$ cat config.mk
export PLATFORM = sky130hd
export DESIGN_NAME = string_to_unsigned_parser_top
export DESIGN_NICKNAME = d
export VERILOG_FILES = /design/src/hw/rtl/str2u_pkg.sv /design/src/hw/rtl/str2u_front.sv /design/src/hw/rtl/str2u_queue.sv /design/src/hw/rtl/str2u_back.sv /design/src/hw/rtl/string_to_unsigned_parser_top.sv
export SDC_FILE = /design/constraint.sdc
export NUM_CORES = 1
export LEC_CHECK = 0
export ABC_AREA = 1
export BUFFER_PORTS_ARGS = -buffer_cell sky130_fd_sc_hd__buf_2
export CAP_MARGIN = 20
export CORE_ASPECT_RATIO = 1.25
export CORE_MARGIN = 5
export CORE_UTILIZATION = 30
export CTS_CLUSTER_DIAMETER = 200
export DETAILED_ROUTE_END_ITERATION = 7
export SLEW_MARGIN = 20
export SYNTH_ARGS = -nofsm -noshare
export SYNTH_HDL_FRONTEND = slang
export SYNTH_SLANG_ARGS = --single-unit
$ cat constraint.sdc
create_clock -name clock -period 7.16 [get_ports clock]
set_clock_uncertainty 0.1 [all_clocks]
set_input_delay 1.432 -clock clock [delete_from_list [all_inputs] [get_ports clock]]
set_output_delay 1.432 -clock clock [all_outputs]
set_load 0.02 [all_outputs]
$ cat src/hw/rtl/str2u_pkg.sv
// ----------------------------------------------------------------------------
// str2u_pkg: shared types and constants for the string to unsigned parser
// Holds the parser phases, the classified character record that travels from
// the front end to the back end, and the character codes used for decoding.
// ----------------------------------------------------------------------------
package str2u_pkg;

   // Parser phases.
   typedef enum logic [2:0] {
      PH_IDLE   = 3'd0,
      PH_WS     = 3'd1,
      PH_SIGN   = 3'd2,
      PH_ZERO   = 3'd3,
      PH_HEX    = 3'd4,
      PH_DIGITS = 3'd5
   } phase_type;

   // One classified character as it waits in the queue.
   typedef struct packed {
      logic       first;
      logic       is_space;
      logic       is_minus;
      logic       is_plus;
      logic       is_zero;
      logic       is_x;
      logic [5:0] digit;
   } item_type;

   localparam int unsigned CHAR_W     = 8;
   localparam int unsigned RADIX_W    = 6;
   localparam int unsigned VALUE_W    = 64;
   localparam int unsigned OFFSET_W   = 12;
   localparam int unsigned PROD_W     = VALUE_W + RADIX_W;
   localparam int unsigned RSP_DATA_W = 80;

   localparam logic [RADIX_W-1:0] RADIX_RESET = 6'd10;
   localparam logic [RADIX_W-1:0] RADIX_AUTO  = 6'd0;
   localparam logic [RADIX_W-1:0] RADIX_ONE   = 6'd1;
   localparam logic [RADIX_W-1:0] RADIX_OCT   = 6'd8;
   localparam logic [RADIX_W-1:0] RADIX_DEC   = 6'd10;
   localparam logic [RADIX_W-1:0] RADIX_HEX   = 6'd16;
   localparam logic [RADIX_W-1:0] RADIX_MAX   = 6'd36;

   // Digit code for a character that is no digit in any base.
   localparam logic [5:0] DIGIT_NONE = 6'd63;

   localparam logic [CHAR_W-1:0] CH_SPACE = 8'h20;
   localparam logic [CHAR_W-1:0] CH_TAB   = 8'h09;
   localparam logic [CHAR_W-1:0] CH_CR    = 8'h0D;
   localparam logic [CHAR_W-1:0] CH_PLUS  = 8'h2B;
   localparam logic [CHAR_W-1:0] CH_MINUS = 8'h2D;
   localparam logic [CHAR_W-1:0] CH_ZERO  = 8'h30;
   localparam logic [CHAR_W-1:0] CH_NINE  = 8'h39;
   localparam logic [CHAR_W-1:0] CH_UC_A  = 8'h41;
   localparam logic [CHAR_W-1:0] CH_UC_X  = 8'h58;
   localparam logic [CHAR_W-1:0] CH_UC_Z  = 8'h5A;
   localparam logic [CHAR_W-1:0] CH_LC_A  = 8'h61;
   localparam logic [CHAR_W-1:0] CH_LC_X  = 8'h78;
   localparam logic [CHAR_W-1:0] CH_LC_Z  = 8'h7A;

   // Letter offsets: 'A' - 10 and 'a' - 10.
   localparam logic [CHAR_W-1:0] UC_BIAS = 8'h37;
   localparam logic [CHAR_W-1:0] LC_BIAS = 8'h57;

endpackage

$ cat src/hw/rtl/str2u_front.sv
// ----------------------------------------------------------------------------
// str2u_front: character classifier
// Decodes one input character into the flags and digit value that the back
// end needs, so that the back end works on a compact record.
// ----------------------------------------------------------------------------
module str2u_front (
   input  logic [str2u_pkg::CHAR_W-1:0] ch,
   input  logic                         first,
   output str2u_pkg::item_type          item
);

   logic [str2u_pkg::CHAR_W-1:0] diff;

   // Character class flags, then the digit value: decimal digits, then letters
   // in either case.
   always_comb begin
      diff          = '0;
      item.first    = first;
      item.is_space = (ch == str2u_pkg::CH_SPACE) ||
                      (ch >= str2u_pkg::CH_TAB && ch <= str2u_pkg::CH_CR);
      item.is_minus = (ch == str2u_pkg::CH_MINUS);
      item.is_plus  = (ch == str2u_pkg::CH_PLUS);
      item.is_zero  = (ch == str2u_pkg::CH_ZERO);
      item.is_x     = (ch == str2u_pkg::CH_LC_X) || (ch == str2u_pkg::CH_UC_X);
      item.digit    = str2u_pkg::DIGIT_NONE;
      if (ch >= str2u_pkg::CH_ZERO && ch <= str2u_pkg::CH_NINE) begin
         diff = ch - str2u_pkg::CH_ZERO;
         item.digit = diff[5:0];
      end else if (ch >= str2u_pkg::CH_LC_A && ch <= str2u_pkg::CH_LC_Z) begin
         diff = ch - str2u_pkg::LC_BIAS;
         item.digit = diff[5:0];
      end else if (ch >= str2u_pkg::CH_UC_A && ch <= str2u_pkg::CH_UC_Z) begin
         diff = ch - str2u_pkg::UC_BIAS;
         item.digit = diff[5:0];
      end
   end

endmodule

$ cat src/hw/rtl/str2u_queue.sv
// ----------------------------------------------------------------------------
// str2u_queue: two-entry queue of classified characters
// Decouples the input side from the parser so that each may stall on its own.
// A push and a pop may happen in the same cycle.
// ----------------------------------------------------------------------------
module str2u_queue (
   input  logic                clock,
   input  logic                reset,
   input  logic                push,
   input  str2u_pkg::item_type push_item,
   output logic                full,
   input  logic                pop,
   output logic                not_empty,
   output str2u_pkg::item_type head
);

   str2u_pkg::item_type slot_ff [2];
   logic       wr_ptr_ff, wr_ptr_in;
   logic       rd_ptr_ff, rd_ptr_in;
   logic [1:0] count_ff, count_in;

   assign full      = (count_ff == 2'd2);
   assign not_empty = (count_ff != 2'd0);
   assign head      = slot_ff[rd_ptr_ff];

   // Pointer and fill count update.
   always_comb begin
      wr_ptr_in = push ? ~wr_ptr_ff : wr_ptr_ff;
      rd_ptr_in = pop ? ~rd_ptr_ff : rd_ptr_ff;
      count_in  = count_ff + {1'b0, push} - {1'b0, pop};
   end

   always_ff @(posedge clock) begin
      if (reset) begin
         wr_ptr_ff <= 1'b0;
         rd_ptr_ff <= 1'b0;
         count_ff  <= 2'd0;
      end else begin
         wr_ptr_ff <= wr_ptr_in;
         rd_ptr_ff <= rd_ptr_in;
         count_ff  <= count_in;
      end
   end

   // Entry storage.
   always_ff @(posedge clock) begin
      if (push) begin
         slot_ff[wr_ptr_ff] <= push_item;
      end
   end

endmodule

$ cat src/hw/rtl/str2u_back.sv
// ----------------------------------------------------------------------------
// str2u_back: parser state machine, accumulator and result register
// Takes one classified character a cycle while the result register can
// accept a beat, steps the phase machine through whitespace, sign, prefix
// and digits, and loads a result beat when the string ends.
// ----------------------------------------------------------------------------
module str2u_back #(
   parameter int unsigned MAX_LEN = 4096
) (
   input  logic                                clock,
   input  logic                                reset,
   input  logic [str2u_pkg::RADIX_W-1:0]       radix,
   input  logic                                item_valid,
   input  str2u_pkg::item_type                 item,
   output logic                                item_pop,
   output logic                                rsp_valid,
   input  logic                                rsp_ready,
   output logic [str2u_pkg::RSP_DATA_W-1:0]    rsp_data
);

   localparam int unsigned POS_W = $clog2(MAX_LEN);
   localparam logic [POS_W-1:0] POS_LAST = POS_W'(MAX_LEN - 1);

   str2u_pkg::phase_type phase_ff, phase_in, ph_e;
   logic [str2u_pkg::VALUE_W-1:0] acc_ff, acc_in, acc_e;
   logic minus_ff, minus_in, minus_e;
   logic ovf_ff, ovf_in, ovf_e;
   logic dseen_ff, dseen_in, dseen_e;
   logic [str2u_pkg::RADIX_W-1:0] ar_ff, ar_in, ar_e, ar_dig;
   logic [POS_W-1:0] pos_ff, pos_in, pos_e;

   logic rsp_valid_ff, rsp_valid_in;
   logic [str2u_pkg::RSP_DATA_W-1:0] rsp_data_ff, rsp_data_in;

   logic go, live, bad_radix, sign_here, zero_path, digits_here, digit_ok;
   logic emit, emit_hex, emit_at_pos;
   logic [str2u_pkg::PROD_W-1:0] prod;
   logic [str2u_pkg::VALUE_W-1:0] value;
   logic [POS_W-1:0] end_pos;
   logic [POS_W+str2u_pkg::OFFSET_W-1:0] end_wide;
   logic [str2u_pkg::OFFSET_W-1:0] end_offset;

   // A character is taken whenever the result register can accept a beat.
   assign go       = item_valid && (!rsp_valid_ff || rsp_ready);
   assign item_pop = go;

   // State as seen by this character: a new string restarts everything.
   always_comb begin
      if (item.first) begin
         ph_e    = str2u_pkg::PH_WS;
         acc_e   = '0;
         minus_e = 1'b0;
         ovf_e   = 1'b0;
         dseen_e = 1'b0;
         ar_e    = radix;
         pos_e   = '0;
      end else begin
         ph_e    = phase_ff;
         acc_e   = acc_ff;
         minus_e = minus_ff;
         ovf_e   = ovf_ff;
         dseen_e = dseen_ff;
         ar_e    = ar_ff;
         pos_e   = (pos_ff < POS_LAST) ? pos_ff + 1'b1 : pos_ff;
      end
      live = item.first || (phase_ff != str2u_pkg::PH_IDLE);
   end

   // Phase decode, including fall-through from one phase to the next.
   always_comb begin
      bad_radix = (ar_e == str2u_pkg::RADIX_ONE) || (ar_e > str2u_pkg::RADIX_MAX);
      sign_here = (ph_e == str2u_pkg::PH_SIGN) ||
                  ((ph_e == str2u_pkg::PH_WS) && !item.is_space &&
                   !item.is_minus && !item.is_plus);
      zero_path = sign_here && !bad_radix && item.is_zero &&
                  ((ar_e == str2u_pkg::RADIX_AUTO) || (ar_e == str2u_pkg::RADIX_HEX));
      digits_here = (ph_e == str2u_pkg::PH_DIGITS) ||
                    (sign_here && !bad_radix && !zero_path) ||
                    ((ph_e == str2u_pkg::PH_ZERO) && !item.is_x) ||
                    ((ph_e == str2u_pkg::PH_HEX) && (item.digit < str2u_pkg::RADIX_HEX));
      if (ar_e == str2u_pkg::RADIX_AUTO) begin
         ar_dig = (ph_e == str2u_pkg::PH_ZERO) ? str2u_pkg::RADIX_OCT
                                                : str2u_pkg::RADIX_DEC;
      end else begin
         ar_dig = ar_e;
      end
      digit_ok    = digits_here && (item.digit < ar_dig);
      emit_hex    = (ph_e == str2u_pkg::PH_HEX) && (item.digit >= str2u_pkg::RADIX_HEX);
      emit_at_pos = digits_here && !digit_ok;
      emit        = live && ((sign_here && bad_radix) || emit_hex || emit_at_pos);
      prod = str2u_pkg::PROD_W'(acc_e) * str2u_pkg::PROD_W'(ar_dig) +
             str2u_pkg::PROD_W'(item.digit);
   end

   // Next state.
   always_comb begin
      phase_in = phase_ff;
      acc_in   = acc_ff;
      minus_in = minus_ff;
      ovf_in   = ovf_ff;
      dseen_in = dseen_ff;
      ar_in    = ar_ff;
      pos_in   = pos_ff;
      if (go && live) begin
         acc_in   = acc_e;
         minus_in = minus_e;
         ovf_in   = ovf_e;
         dseen_in = dseen_e;
         ar_in    = ar_e;
         pos_in   = pos_e;
         if (emit) begin
            phase_in = str2u_pkg::PH_IDLE;
         end else if (ph_e == str2u_pkg::PH_WS && item.is_space) begin
            phase_in = str2u_pkg::PH_WS;
         end else if (ph_e == str2u_pkg::PH_WS && (item.is_minus || item.is_plus)) begin
            phase_in = str2u_pkg::PH_SIGN;
            minus_in = item.is_minus;
         end else if (zero_path) begin
            phase_in = str2u_pkg::PH_ZERO;
            dseen_in = 1'b1;
         end else if (ph_e == str2u_pkg::PH_ZERO && item.is_x) begin
            phase_in = str2u_pkg::PH_HEX;
            ar_in    = str2u_pkg::RADIX_HEX;
         end else begin
            // A digit below the base: multiply-add, saturating on overflow.
            phase_in = str2u_pkg::PH_DIGITS;
            ar_in    = ar_dig;
            dseen_in = 1'b1;
            if (ovf_e || (prod[str2u_pkg::PROD_W-1:str2u_pkg::VALUE_W] != '0)) begin
               ovf_in = 1'b1;
            end else begin
               acc_in = prod[str2u_pkg::VALUE_W-1:0];
            end
         end
      end
   end

   // Result beat contents.
   always_comb begin
      if (ovf_e) begin
         value = '1;
      end else if (minus_e) begin
         value = '0 - acc_e;
      end else begin
         value = acc_e;
      end
      end_pos    = emit_hex ? pos_e - 1'b1 : pos_e;
      end_wide   = {{str2u_pkg::OFFSET_W{1'b0}}, end_pos};
      end_offset = dseen_e ? end_wide[str2u_pkg::OFFSET_W-1:0] : '0;
      rsp_data_in = {2'b00, end_offset, dseen_e, ovf_e, value};
      if (go && emit) begin
         rsp_valid_in = 1'b1;
      end else if (rsp_ready) begin
         rsp_valid_in = 1'b0;
      end else begin
         rsp_valid_in = rsp_valid_ff;
      end
   end

   always_ff @(posedge clock) begin
      if (reset) begin
         phase_ff     <= str2u_pkg::PH_IDLE;
         acc_ff       <= '0;
         minus_ff     <= 1'b0;
         ovf_ff       <= 1'b0;
         dseen_ff     <= 1'b0;
         ar_ff        <= str2u_pkg::RADIX_RESET;
         pos_ff       <= '0;
         rsp_valid_ff <= 1'b0;
      end else begin
         phase_ff     <= phase_in;
         acc_ff       <= acc_in;
         minus_ff     <= minus_in;
         ovf_ff       <= ovf_in;
         dseen_ff     <= dseen_in;
         ar_ff        <= ar_in;
         pos_ff       <= pos_in;
         rsp_valid_ff <= rsp_valid_in;
      end
   end

   // Result payload register.
   always_ff @(posedge clock) begin
      if (go && emit) begin
         rsp_data_ff <= rsp_data_in;
      end
   end

   assign rsp_valid = rsp_valid_ff;
   assign rsp_data  = rsp_data_ff;

endmodule

$ cat src/hw/rtl/string_to_unsigned_parser_top.sv
// A terminating beat is queued, then its result is registered. Throughput: one character
// beat per cycle while the output does not stall, set by the single multiply-add in the
// parser. A two-entry queue lets the input side keep going for two beats while the output
// stalls. Reset (synchronous, active high) empties the queue and result register, sets the
// base register to ten and leaves the parser idle until a beat marked as a string start.
// ----------------------------------------------------------------------------
// string_to_unsigned_parser_top: streaming string to unsigned 64-bit parser
// Parses one character per beat with whitespace, sign and base-prefix
// handling, and returns one result beat per string.
// ----------------------------------------------------------------------------
module string_to_unsigned_parser_top #(
   parameter int unsigned MAX_LEN = 4096
) (
   input  logic        clock,
   input  logic        reset,
   // Input beats.
   input  logic        req_tvalid,
   output logic        req_tready,
   input  logic [7:0]  req_tdata,   // [7:0] ch
   input  logic [0:0]  req_tuser,   // [0] first
   // Result beats.
   output logic        rsp_tvalid,
   input  logic        rsp_tready,
   output logic [79:0] rsp_tdata,   // [63:0] value, [64] overflowed, [65] converted,
                                    // [77:66] end_offset, [79:78] zero
   // Base register.
   input  logic        csr_wr_en,
   input  logic [5:0]  csr_wr_data
);

   logic [str2u_pkg::RADIX_W-1:0] radix_ff, radix_in;
   str2u_pkg::item_type front_item, head_item;
   logic q_full, q_not_empty, q_pop, q_push;

   // Base register.
   assign radix_in = csr_wr_en ? csr_wr_data : radix_ff;

   always_ff @(posedge clock) begin
      if (reset) begin
         radix_ff <= str2u_pkg::RADIX_RESET;
      end else begin
         radix_ff <= radix_in;
      end
   end

   // Front end: classify and queue each accepted beat.
   assign req_tready = !q_full;
   assign q_push     = req_tvalid && !q_full;

   str2u_front u_front (
      .ch    (req_tdata),
      .first (req_tuser[0]),
      .item  (front_item)
   );

   str2u_queue u_queue (
      .clock     (clock),
      .reset     (reset),
      .push      (q_push),
      .push_item (front_item),
      .full      (q_full),
      .pop       (q_pop),
      .not_empty (q_not_empty),
      .head      (head_item)
   );

   // Back end: parse and hold the result beat.
   str2u_back #(
      .MAX_LEN (MAX_LEN)
   ) u_back (
      .clock      (clock),
      .reset      (reset),
      .radix      (radix_ff),
      .item_valid (q_not_empty),
      .item       (head_item),
      .item_pop   (q_pop),
      .rsp_valid  (rsp_tvalid),
      .rsp_ready  (rsp_tready),
      .rsp_data   (rsp_tdata)
   );

endmodule
Word-level counts from Yosys, hierarchy flattened
Memories as Yosys holds them, arrays and structs flattened. A register that Yosys moved wholly into a read port is not among the register bits.
Cells that the tools add are included.
Word-level totals
  input port bits: 20
  flip-flop bits (word level): 177
  bits in read-only memories: 0
  RAM bits: 24
  word-level logic and storage cells: 159
  memories: 1
  latch bits: 0
Cells by class
  add/subtract/negate cells: 9
  $mul: 1
  bitwise gates (word level): 2
  reductions and logical operators: 53
  $lt $le $gt $ge: 13
  equality and inequality tests: 14
  mux-type cells: 51
  divide/modulo/power cells: 0
  shift-type cells: 0
Memories
  u_queue.slot_ff: depth 2, bits a word 12, rd ports 1, clocked after Yosys merged registers in 1, wr ports 1, line str2u_queue.sv:17  | str2u_pkg::item_type slot_ff [2];
Operators with widths (number)
  two-way mux 64 bit: 8
  adder 70 x 6 -> 70 bit: 1
  multiplier 64 x 6 -> 70 bit: 1
  subtractor 1 x 64 -> 64 bit, first input constant: 1
  two-way mux 6 bit: 10
  two-way mux 12 bit: 3
  equality test 8 x 6 -> 1 bit, second input constant: 4
  logical AND 1 bit: 25
  two-way mux 1 bit: 24
  equality test 8 x 7 -> 1 bit, second input constant: 2
  greater-or-equal comparator 8 x 7 -> 1 bit, second input constant: 2
  <= comparator 8 x 7 -> 1 bit, second input constant: 2
  two-way mux 3 bit: 5
  logical OR 1 bit: 14
  adder 12 x 1 -> 12 bit, second input constant: 1
  less-than comparator 12 bit, second input constant: 1
  subtractor 12 x 1 -> 12 bit, second input constant: 1
  subtractor 6 bit, second input constant: 2
  logical NOT 1 bit: 9
  greater-or-equal comparator 8 x 4 -> 1 bit, second input constant: 1
  greater-or-equal comparator 8 x 6 -> 1 bit, second input constant: 1
  <= comparator 8 x 4 -> 1 bit, second input constant: 1
  <= comparator 8 x 6 -> 1 bit, second input constant: 1
  equality test 3 x 2 -> 1 bit, second input constant: 2
  other kinds (18): 21

Depth between registers and ports, before layout
  depth in word-level cells: 21
  depth in mapped cells: 45
  depth with buffers taken out: 41

Cells and area by module
Synthesis repeated with hierarchy kept, for this count alone.
Unflattened totals
  cells, all modules: 3353
  area, all modules: 24723.7 µm²
By module, submodules not included
  str2u_back: area each 22808.1 µm², times used 1, sequential area each 4124.0 µm², cells an instance 3150
  str2u_queue: area each 1128.6 µm², times used 1, sequential area each 820.8 µm², cells an instance 68
  str2u_front: area each 526.8 µm², times used 1, sequential area each 0.0 µm², cells an instance 97
  string_to_unsigned_parser_top: area each 260.2 µm², times used 1, sequential area each 120.1 µm², cells an instance 38

Worst setup path after synthesis
Ideal clock, no wire load.
  path type: flip-flop to flip-flop
  start point: reg (tool-made name)
  end point: reg u_back.acc_ff[12] in the netlist's numbering
  clock period less this slack: 6415 ps
  setup time: 132 ps
  slack: 745 ps
  data arrival time: 6183 ps
  cell stages (with the launch flop): 41
  data required time: 6928 ps
  path through: dfxtp_1 > inv_2 > nand2_2 > nand2_4 > inv_2 > buf_6 > nand2_1 > nand2_1 > nor2_1 > nand4_1 > nor2_1 > inv_1 > o21ai_0 > clkbuf_1 > nand2_1 > fa_1 > fa_1 > inv_1 > [... 5 more ...] > nand2_1 > nor2_1 > nand3_1 > nand3_1 > nand2_1 > nand2_1 > nand2_1 > nand2_1 > nand2_1 > nand2_1 > nand2_1 > nand2_1 > nand4_1 > nor2_1 > clkbuf_1 > nand4_1 > nand3_1 > a21oi_1
RTL lines
  end signal: assignment: line str2u_back.sv:172  | acc_ff <= acc_in;
  end: declaration: line str2u_back.sv:25  | logic [str2u_pkg::VALUE_W-1:0] acc_ff, acc_in, acc_e;

==> qor.txt <==
status - finished, final reports clean
area of the core - 81200 sq um
number of flops mapped to enable cells by yosys - 102
Max H-tree Level - 1
GRT Residual Overflow - 0
Data required, critical path - 7.55 ns
f_max - 147 MHz
wire per inst - 19.0 um
first-pass GRT wire length - 135000 um
peak supply drop - 0.000340 V
WP data arrival - 7.22 ns
Final nets - 3935
Pleak - 13.9 nW
worst-skew pair later-pin latency - 0.59 ns
TritonRoute pass-1 iters - 6
Crit path largest cell delay - 0.58 ns
Worst setup SP type - flip-flop
Post-Syn Instances - 3409
Worst slew margin - 21.5%
Place WS - 0.310 ns
endpoints failing setup - 0
crit-path max FO - 47
Seq/Total Area, Yosys - 20.7%
top cell type's share of synthesized area - 20.6%
max-slew violations - 0
antenna-violating nets left - 0
crit path kind - flip-flop to flip-flop
RePlAce Congestion - 0.966
Post-synth ARST share - 0%
Syn. warnings - 0
Area contributors post-synth - fa_1 (21%), edfxtp_1 (13%), nand2_1 (12%)
IO Pins - 102
met2 WL - 41200 um
dominant synthesized flop cell - edfxtp_1
CTS tree - yes
Worst Max-Slew Pin Slew - 1.17 ns
#FFs+latches synth - 202
Die H - 329 um
Initial Util - 30.1%
Mapped Area - 24500 sq um
cts-stage hold buffer count - 0
HP Class - flip-flop to flip-flop
final setup margin - 0.336 ns
post-synth cell types - 54
# rows - 117
placed wire-length estimate - 67200 um
Worst setup EP type - flip-flop
layout cells sized above 1 - 7.91%
Die ar. - 87500 sq um
top-count cell post-synth - nand2_1
clock root buffer master - clkbuf_16
die width - 266 um
Post-synth top cells - nand2_1 (801), nor2_1 (608), inv_1 (400), fa_1 (252), a21oi_1 (220)
period utilisation layout - 95.3%
GRT Overall Usage - 19.5%
Area Growth Syn to Fin - 12.3%
PD cells - 397 nW/um^2
wire length on met1 - 35400 um
Synth area leader - fa_1
Vias - 23400
CTS buffer count - 24
Initial DRC Count - 1763
vias in the first global route - 23500
Detail Route met3 WL - 6400 um
Vias per Instance - 5.10
I/O Buffers - 99
# DRC - 0
Clock Sinks - 202
slowest cell on the critical path - fa_1
pin count of the biggest net entering global routing - 64
critical path's most frequent cell - nand2_1
minimum clock period - 6.82 ns
Clock Path Buffers - 3
Antenna diodes - 0
initial antenna violation count - 2
Reg clk slew, reported paths - 0.07 ns
total routed wirelength - 87100 um
Max Cap Viol - 0
top sig layer - met5
Finished Core Util - 33.8%
synthesized area per cell - 7.18 sq um
final hold vios - 0
[flip-flops by register name, indices dropped and copies added, names as in the netlist, 2 cells and up, named ones only]
register          count
u_back.rsp_data      78
u_back.acc_ff        64
u_queue.slot_ff      24
u_back.pos_ff        12
radix_ff              6
u_back.ar_ff          6
u_back.phase_ff       3
u_queue.count_ff      2
[area by class of cell]
cell class | count | area, sq um
fill | 8695 | 53800
multi-input combinational | 2666 | 17400
sequential | 202 | 5060
inverter | 423 | 1590
tap | 1071 | 1340
timing repair buffer | 180 | 1210
clock buffer | 30 | 663
clock inverter | 14 | 213
[power breakdown]
group / switching (mW) / internal [mW] / leakage [nW]
clock: 0.591 / 0.812 / 0.420
combinational: 5.33 / 2.31 / 11.7
sequential: 0.193 / 1.66 / 1.76
[routing by layer]
layer / GRT usage (%) / vias up
li1: - / 11100
met1: 24.9 / 11200
met2: 33.1 / 910
met3: 2.88 / 201
met4: 8.00 / 2
met5: 0 / -
[critical path, delay by kind of cell, from the launching register on]
family,cells,cell delay (ns)
fa+ha+maj,5,2.32
flops,1,0.37
simple gates,16,1.78
buf+inv,7,1.04
compound gates,5,1.08
[kinds of logic (layout without fill, tap and decap cells)]
family	count (synthesis)	in the layout	synth area share, %
buf+inv	542	647	8.61
xor+xnor	85	85	3.04
fa+ha+maj	418	418	29.1
mux	2	2	0.0817
flops	202	202	20.7
compound gates	434	434	9.64
other cells	1	2	0.0153
simple gates	1725	1725	28.9
[metrics by stage]
stage                     cell area (sq um)  cells  TNS [ns]  hold WS [ns]  total power, mW
after CTS                             27300   4576         0         0.356             10.7
final                                 27500   4586         0         0.352             10.9
after detailed placement              26500   4532         0         0.347             9.20
after global routing                  27500   4586   -0.0442         0.383             11.7
after floorplan                       24500   3410         0         0.325             6.70
after global placement                26500   4532         0         0.338             9.15
[final timing paths]
| path | from | to | slack [ns] | cells after the start |
|---|---|---|---|---|
| worst min register to register | u_queue.rd_ptr_ff | u_queue.rd_ptr_ff | 0.35 | 1 |
| worst min-delay path | u_queue.rd_ptr_ff | u_queue.rd_ptr_ff | 0.35 | 1 |
| worst max-delay path | u_queue.slot_ff[1][11] | u_back.acc_ff[24] | 0.34 | 33 |
| worst max register to register | u_queue.slot_ff[1][11] | u_back.acc_ff[24] | 0.34 | 33 |
[placed cells by master (no fill, tap or decap), drive strengths merged, types with 9 or more instances in the layout]
cell type / instances
nand2: 807
nor2: 614
inv: 416
fa: 252
a21oi: 222
buf: 179
ha: 166
nand3: 157
o21ai: 140
edfxtp: 102
dfxtp: 100
nand4: 84
xor2: 54
nor3: 33
xnor2: 31
clkbuf: 31
o21bai: 16
a31oi: 14
clkinv: 14
o211ai: 12
a21o: 9
or2: 9
[what timing repair did]
item | in CTS | in global routing
setup buffers | 0 | 9
resized for setup | 0 | 20
endpoints found under the setup margin | 0 | 64
No activity file was read; power rests on OpenSTA's default activity.
